<file path="config.mk">
export PLATFORM = sky130hd
export DESIGN_NAME = evf_consts
export DESIGN_NICKNAME = d
export VERILOG_FILES = /design/src/sv/elliptical_vignette_fade_defines.svh /design/src/sv/evf_pkg.sv /design/src/sv/evf_consts.sv
export SDC_FILE = /design/constraint.sdc
export NUM_CORES = 1
export LEC_CHECK = 0
export BUFFER_PORTS_ARGS = -buffer_cell sky130_fd_sc_hd__buf_2
export CAP_MARGIN = 20
export CORE_UTILIZATION = 40
export CTS_CLUSTER_SIZE = 16
export DETAILED_ROUTE_END_ITERATION = 7
export GPL_TIMING_DRIVEN = 0
export PLACE_DENSITY = 0.6
export SLEW_MARGIN = 25
export SYNTH_ARGS = -nofsm -noshare
export SYNTH_HDL_FRONTEND = slang
export SYNTH_SLANG_ARGS = --single-unit
</file>
<file path="constraint.sdc">
create_clock -name i_clk -period 6.8 [get_ports i_clk]
set_input_delay 1.36 -clock i_clk [delete_from_list [all_inputs] [get_ports i_clk]]
set_output_delay 1.36 -clock i_clk [all_outputs]
set_load 0.005 [all_outputs]
</file>
<file path="src/sv/elliptical_vignette_fade_defines.svh">
// assertion helpers for the vignette fade block
`ifndef ELLIPTICAL_VIGNETTE_FADE_DEFINES_SVH
`define ELLIPTICAL_VIGNETTE_FADE_DEFINES_SVH

// same-cycle implication, sampled on i_clk, off during reset
`define EVF_ASSERT_IMP(lbl, ante, cons, msg) \
    lbl: assert property (@(posedge i_clk) disable iff (!i_rst_n) (ante) |-> (cons)) \
        else $error(msg);

// next-cycle implication, sampled on i_clk, off during reset
`define EVF_ASSERT_NXT(lbl, ante, cons, msg) \
    lbl: assert property (@(posedge i_clk) disable iff (!i_rst_n) (ante) |=> (cons)) \
        else $error(msg);

`endif

</file>
<file path="src/sv/evf_pkg.sv">
package evf_pkg;

    localparam int unsigned ONE_Q16 = 65536;

    // derived constants shared by the constant unit and the pixel pipe
    typedef struct packed {
        logic [24:0] inv_w;
        logic [24:0] inv_h;
        logic [12:0] band;
        logic [32:0] recip;
    } t_consts;

    typedef enum logic [1:0] {
        CS_IDLE,
        CS_LOAD,
        CS_RUN
    } t_cst_state;

    typedef enum logic [1:0] {
        JOB_INVW,
        JOB_INVH,
        JOB_BAND,
        JOB_RECIP
    } t_job;

    // square root working set, two result bits per pipe stage
    typedef struct packed {
        logic [39:0] v;
        logic [22:0] rem;
        logic [19:0] root;
    } t_sq;

    function automatic t_sq sq_step(input t_sq a);
        t_sq         o;
        logic [22:0] rem2;
        logic [22:0] trial;
        rem2  = {a.rem[20:0], a.v[39:38]};
        trial = {1'b0, a.root, 2'b01};
        o.v   = {a.v[37:0], 2'b00};
        if (rem2 >= trial) begin
            o.rem  = rem2 - trial;
            o.root = {a.root[18:0], 1'b1};
        end else begin
            o.rem  = rem2;
            o.root = {a.root[18:0], 1'b0};
        end
        return o;
    endfunction

endpackage

</file>
<file path="src/sv/evf_consts.sv">
module evf_consts (
    input  logic             i_clk,
    input  logic             i_rst_n,
    input  logic             i_start,
    input  logic [12:0]      i_w,
    input  logic [12:0]      i_h,
    output evf_pkg::t_consts o_consts,
    output logic             o_busy
);

    evf_pkg::t_cst_state r_state, n_state;
    evf_pkg::t_job       r_job;
    logic [5:0]          r_cnt;
    logic [32:0]         r_quo;
    logic [20:0]         r_rem;
    logic [20:0]         r_div;
    evf_pkg::t_consts    r_consts;

    logic        last_step;
    logic [21:0] rem2;
    logic [32:0] ld_dvd;
    logic [20:0] ld_div;
    logic [12:0] mn;

    assign mn   = (i_w < i_h) ? i_w : i_h;
    assign rem2 = {r_rem, r_quo[32]};

    // operands of each job
    always_comb begin
        case (r_job)
            evf_pkg::JOB_INVW: begin
                ld_dvd = 33'd1677721600;
                ld_div = 21'(i_w) * 21'd94;
            end
            evf_pkg::JOB_INVH: begin
                ld_dvd = 33'd1677721600;
                ld_div = 21'(i_h) * 21'd94;
            end
            evf_pkg::JOB_BAND: begin
                ld_dvd = {4'd0, mn, 16'd0};
                ld_div = 21'(i_w) * 21'd10;
            end
            evf_pkg::JOB_RECIP: begin
                ld_dvd = {1'b1, 32'd0};
                ld_div = {8'd0, r_consts.band};
            end
            default: begin
                ld_dvd = '0;
                ld_div = '0;
            end
        endcase
    end

    // next state
    always_comb begin
        n_state = r_state;
        case (r_state)
            evf_pkg::CS_IDLE: if (i_start) n_state = evf_pkg::CS_LOAD;
            evf_pkg::CS_LOAD: n_state = evf_pkg::CS_RUN;
            evf_pkg::CS_RUN: begin
                if (last_step) begin
                    n_state = (r_job == evf_pkg::JOB_RECIP) ? evf_pkg::CS_IDLE
                                                            : evf_pkg::CS_LOAD;
                end
            end
            default: n_state = evf_pkg::CS_IDLE;
        endcase
        if (i_start) n_state = evf_pkg::CS_LOAD;
    end

    // outputs
    always_comb begin
        o_busy    = (r_state != evf_pkg::CS_IDLE);
        last_step = (r_state == evf_pkg::CS_RUN) && (r_cnt == 6'd32);
    end

    always_ff @(posedge i_clk) begin
        if (!i_rst_n) begin
            r_state <= evf_pkg::CS_LOAD;
            r_job   <= evf_pkg::JOB_INVW;
            r_cnt   <= '0;
        end else begin
            r_state <= n_state;
            if (i_start) begin
                r_job <= evf_pkg::JOB_INVW;
            end else if (last_step && r_job != evf_pkg::JOB_RECIP) begin
                r_job <= evf_pkg::t_job'(r_job + 2'd1);
            end
            if (r_state == evf_pkg::CS_RUN) r_cnt <= r_cnt + 6'd1;
            else                            r_cnt <= '0;
        end
    end

    // restoring divider, one quotient bit per cycle
    always_ff @(posedge i_clk) begin
        logic [32:0] q;
        q = {r_quo[31:0], 1'b0};
        if (r_state == evf_pkg::CS_LOAD) begin
            r_quo <= ld_dvd;
            r_rem <= '0;
            r_div <= ld_div;
        end else if (r_state == evf_pkg::CS_RUN) begin
            if (rem2 >= {1'b0, r_div}) begin
                r_rem <= 21'(rem2 - {1'b0, r_div});
                q[0]  = 1'b1;
            end else begin
                r_rem <= rem2[20:0];
            end
            r_quo <= q;
            if (last_step) begin
                case (r_job)
                    evf_pkg::JOB_INVW:  r_consts.inv_w <= q[24:0];
                    evf_pkg::JOB_INVH:  r_consts.inv_h <= q[24:0];
                    evf_pkg::JOB_BAND:  r_consts.band  <= q[12:0];
                    evf_pkg::JOB_RECIP: r_consts.recip <= q;
                    default:            r_consts.recip <= q;
                endcase
            end
        end
    end

    assign o_consts = r_consts;

endmodule

</file>
==> metrics.cfg <==
[layout]
fill_cells=2784
final_common_cell=inv_1
drive_above_1_share=0.153
num-nets-final=1469
seq_area_um2=5090
multi_input_area_um2=6300
diodes=0
area_growth_pct=14.6
layout_common_cells=177 x inv_1, 149 x edfxtp_1, 131 x buf_2

[setup_path]
end_kind=flip-flop
cp-start-kind=input pin
cp_data_arrival_time_ps=5530
cp.required_ps=6990
worstPathMaxFanout=7
path_class=input pin to flip-flop

[synthesis]
yosysSeqAreaShare=0.418
synth-warning-count=0
postSynthAreaPerCell_um2=11.1
syn_area_um2=12200
ys_ff_latch=180
async_flop_share=0
synth_edf_count=149
yosysUniqueCellTypes=71
syn_nets=1319
yosys_most_used_dff=edfxtp_1
netlist_instances=1095

[cts]
cts_tree=done
numCtsBuffers=17
clockRootBuffer=clkbuf_16
htree_levels=4
cts_hold_buf=0
clk_pin_slew_ps=70
post_cts_buffers=0
numClockSinks=180
cts_max_path_buffers=2
cts_resized=0
worstSkewPairLatency_ps=440

[global_route]
grt_pass1_vias=8488
antenna_found_initial=0
grt_use_total=0.193
grt_max_degree=35
overflow=0
grt_pass1_wl_um=46300

[timing]
finalHoldViolCount=0
rsz0062_at_grt=no
post-route-period-util=0.786
clock_skew_ps=20.0
whs_ps=466
setup_viol=0
setup_tns_ps=0
min_period_ps=5350
tightest_slew_ps=956
fmax_mhz=187
relSlewSlack=0.363
slew_violations=0

[pwr]
p_total_mw=3.97
leakage_nw=6.14
peakVddDrop_mv=0.184
p_per_area_nw_per_um2=284

[job]
maxCapViolCount=0

[drt]
wirelength_um=29500
num_vias=8510
postRouteAntennaNets=0
wire_per_inst_um=17.9
via_per_inst=5.16
drtIter0Drc=548
first_pass_iters=5
drc=0

[placed_design]
gp_congestion=0.833
hpwlAfterDp_um=23200
portBuffers=125

[floorplan]
die_w_um=177
dieArea_um2=31200
io_pins=126
die_h_um=177
core_area_um2=29800
rows=63
start_util=0.409

[outcome]
outcome=finished clean

[min_path]
hold_path_class=flip-flop to flip-flop

-- report_power, final --
| group | switching, mW | leakage (nW) | internal, mW |
|---|---|---|---|
| clock | 0.490 | 0.285 | 0.503 |
| combinational | 0.938 | 4.18 | 0.654 |
| sequential | 0.0490 | 1.67 | 1.34 |
-- sequential cells by signal, summed over array words and instances (netlist names) --
signal / flops
r_div: 20
r_quo: 33
r_cnt: 6
o_consts: 96
r_state: 2
r_job: 2
r_rem: 21
-- final cells by class --
cell class	instances	area share
buffer	30	0.0100
clock buffer	18	0.0314
clock inverter	14	0.0116
inverter	179	0.0481
multi-input combinational	706	0.451
sequential	180	0.364
tap	390	0.0349
timing repair buffer	131	0.0490
-- kinds of logic after synthesis --
kind of cell,Yosys count,synth area share
AOI/OAI and AO/OA,216,0.129
and+or+nand+nor,217,0.0869
xor gates and xnor gates,52,0.0373
buffers and inverters,209,0.0667
muxes,26,0.0215
adders and majority gates,195,0.241
DFF,180,0.418
-- worst max-delay path, stage by stage --
cell	delay, ps
buf_2	220
inv_1	90
fa_1	530
inv_1	60
fa_1	470
inv_1	60
fa_1	530
inv_1	60
ha_1	380
a2111oi_4	430
o211ai_2	180
a311oi_2	390
o21ai_2	130
a21o_1	200
a21oi_2	150
xnor2_1	80
a22o_1	220
-- path summary, 6_finish.rpt --
| path | start | end | slack (ps) | cells past startpoint |
|---|---|---|---|---|
| hold reg to reg | r_quo[31] | o_consts[32] | 470 | 0 |
| hold / removal | r_quo[31] | o_consts[32] | 470 | 0 |
| setup reg to reg | r_state[1] | o_consts[69] | 3440 | 9 |
| setup / recovery | i_w[8] | r_div[18] | 1450 | 17 |
-- metrics by stage --
step	worst slack, ps	instances	area (um^2)	util
2_1_floorplan	1600	1095	12200	-
6_report	1450	1648	14000	0.469
3_3_place_gp	150	1610	13300	0.447
4_1_cts	1480	1648	14000	0.469
5_1_grt	1260	1648	14000	0.469
3_5_place_dp	1020	1616	13400	0.449
-- per-layer routing --
| layer | vias up | GRT usage | wire length (um) |
|---|---|---|---|
| met2 | 163 | 0.332 | 14500 |
| met1 | 4165 | 0.259 | 13500 |
| met5 | - | 0 | 0 |
| met4 | 0 | 0.0453 | 472 |
| li1 | 4160 | - | - |
| met3 | 22 | 0.0241 | 973 |
-- cell usage after synthesis, types with 20 or more instances --
cell	n	area share
inv_1	177	0.054
nand2_1	62	0.019
dfxtp_1	31	0.051
a21oi_1	47	0.019
o21ai_0	33	0.014
clkbuf_1	20	0.0062
nor2b_1	20	0.010
ha_1	128	0.13
edfxtp_1	149	0.37
nor2_1	52	0.016
mux2i_1	24	0.020
xnor2_1	27	0.019
fa_1	67	0.11
xor2_1	25	0.018
(Power assumes the default switching activity.)
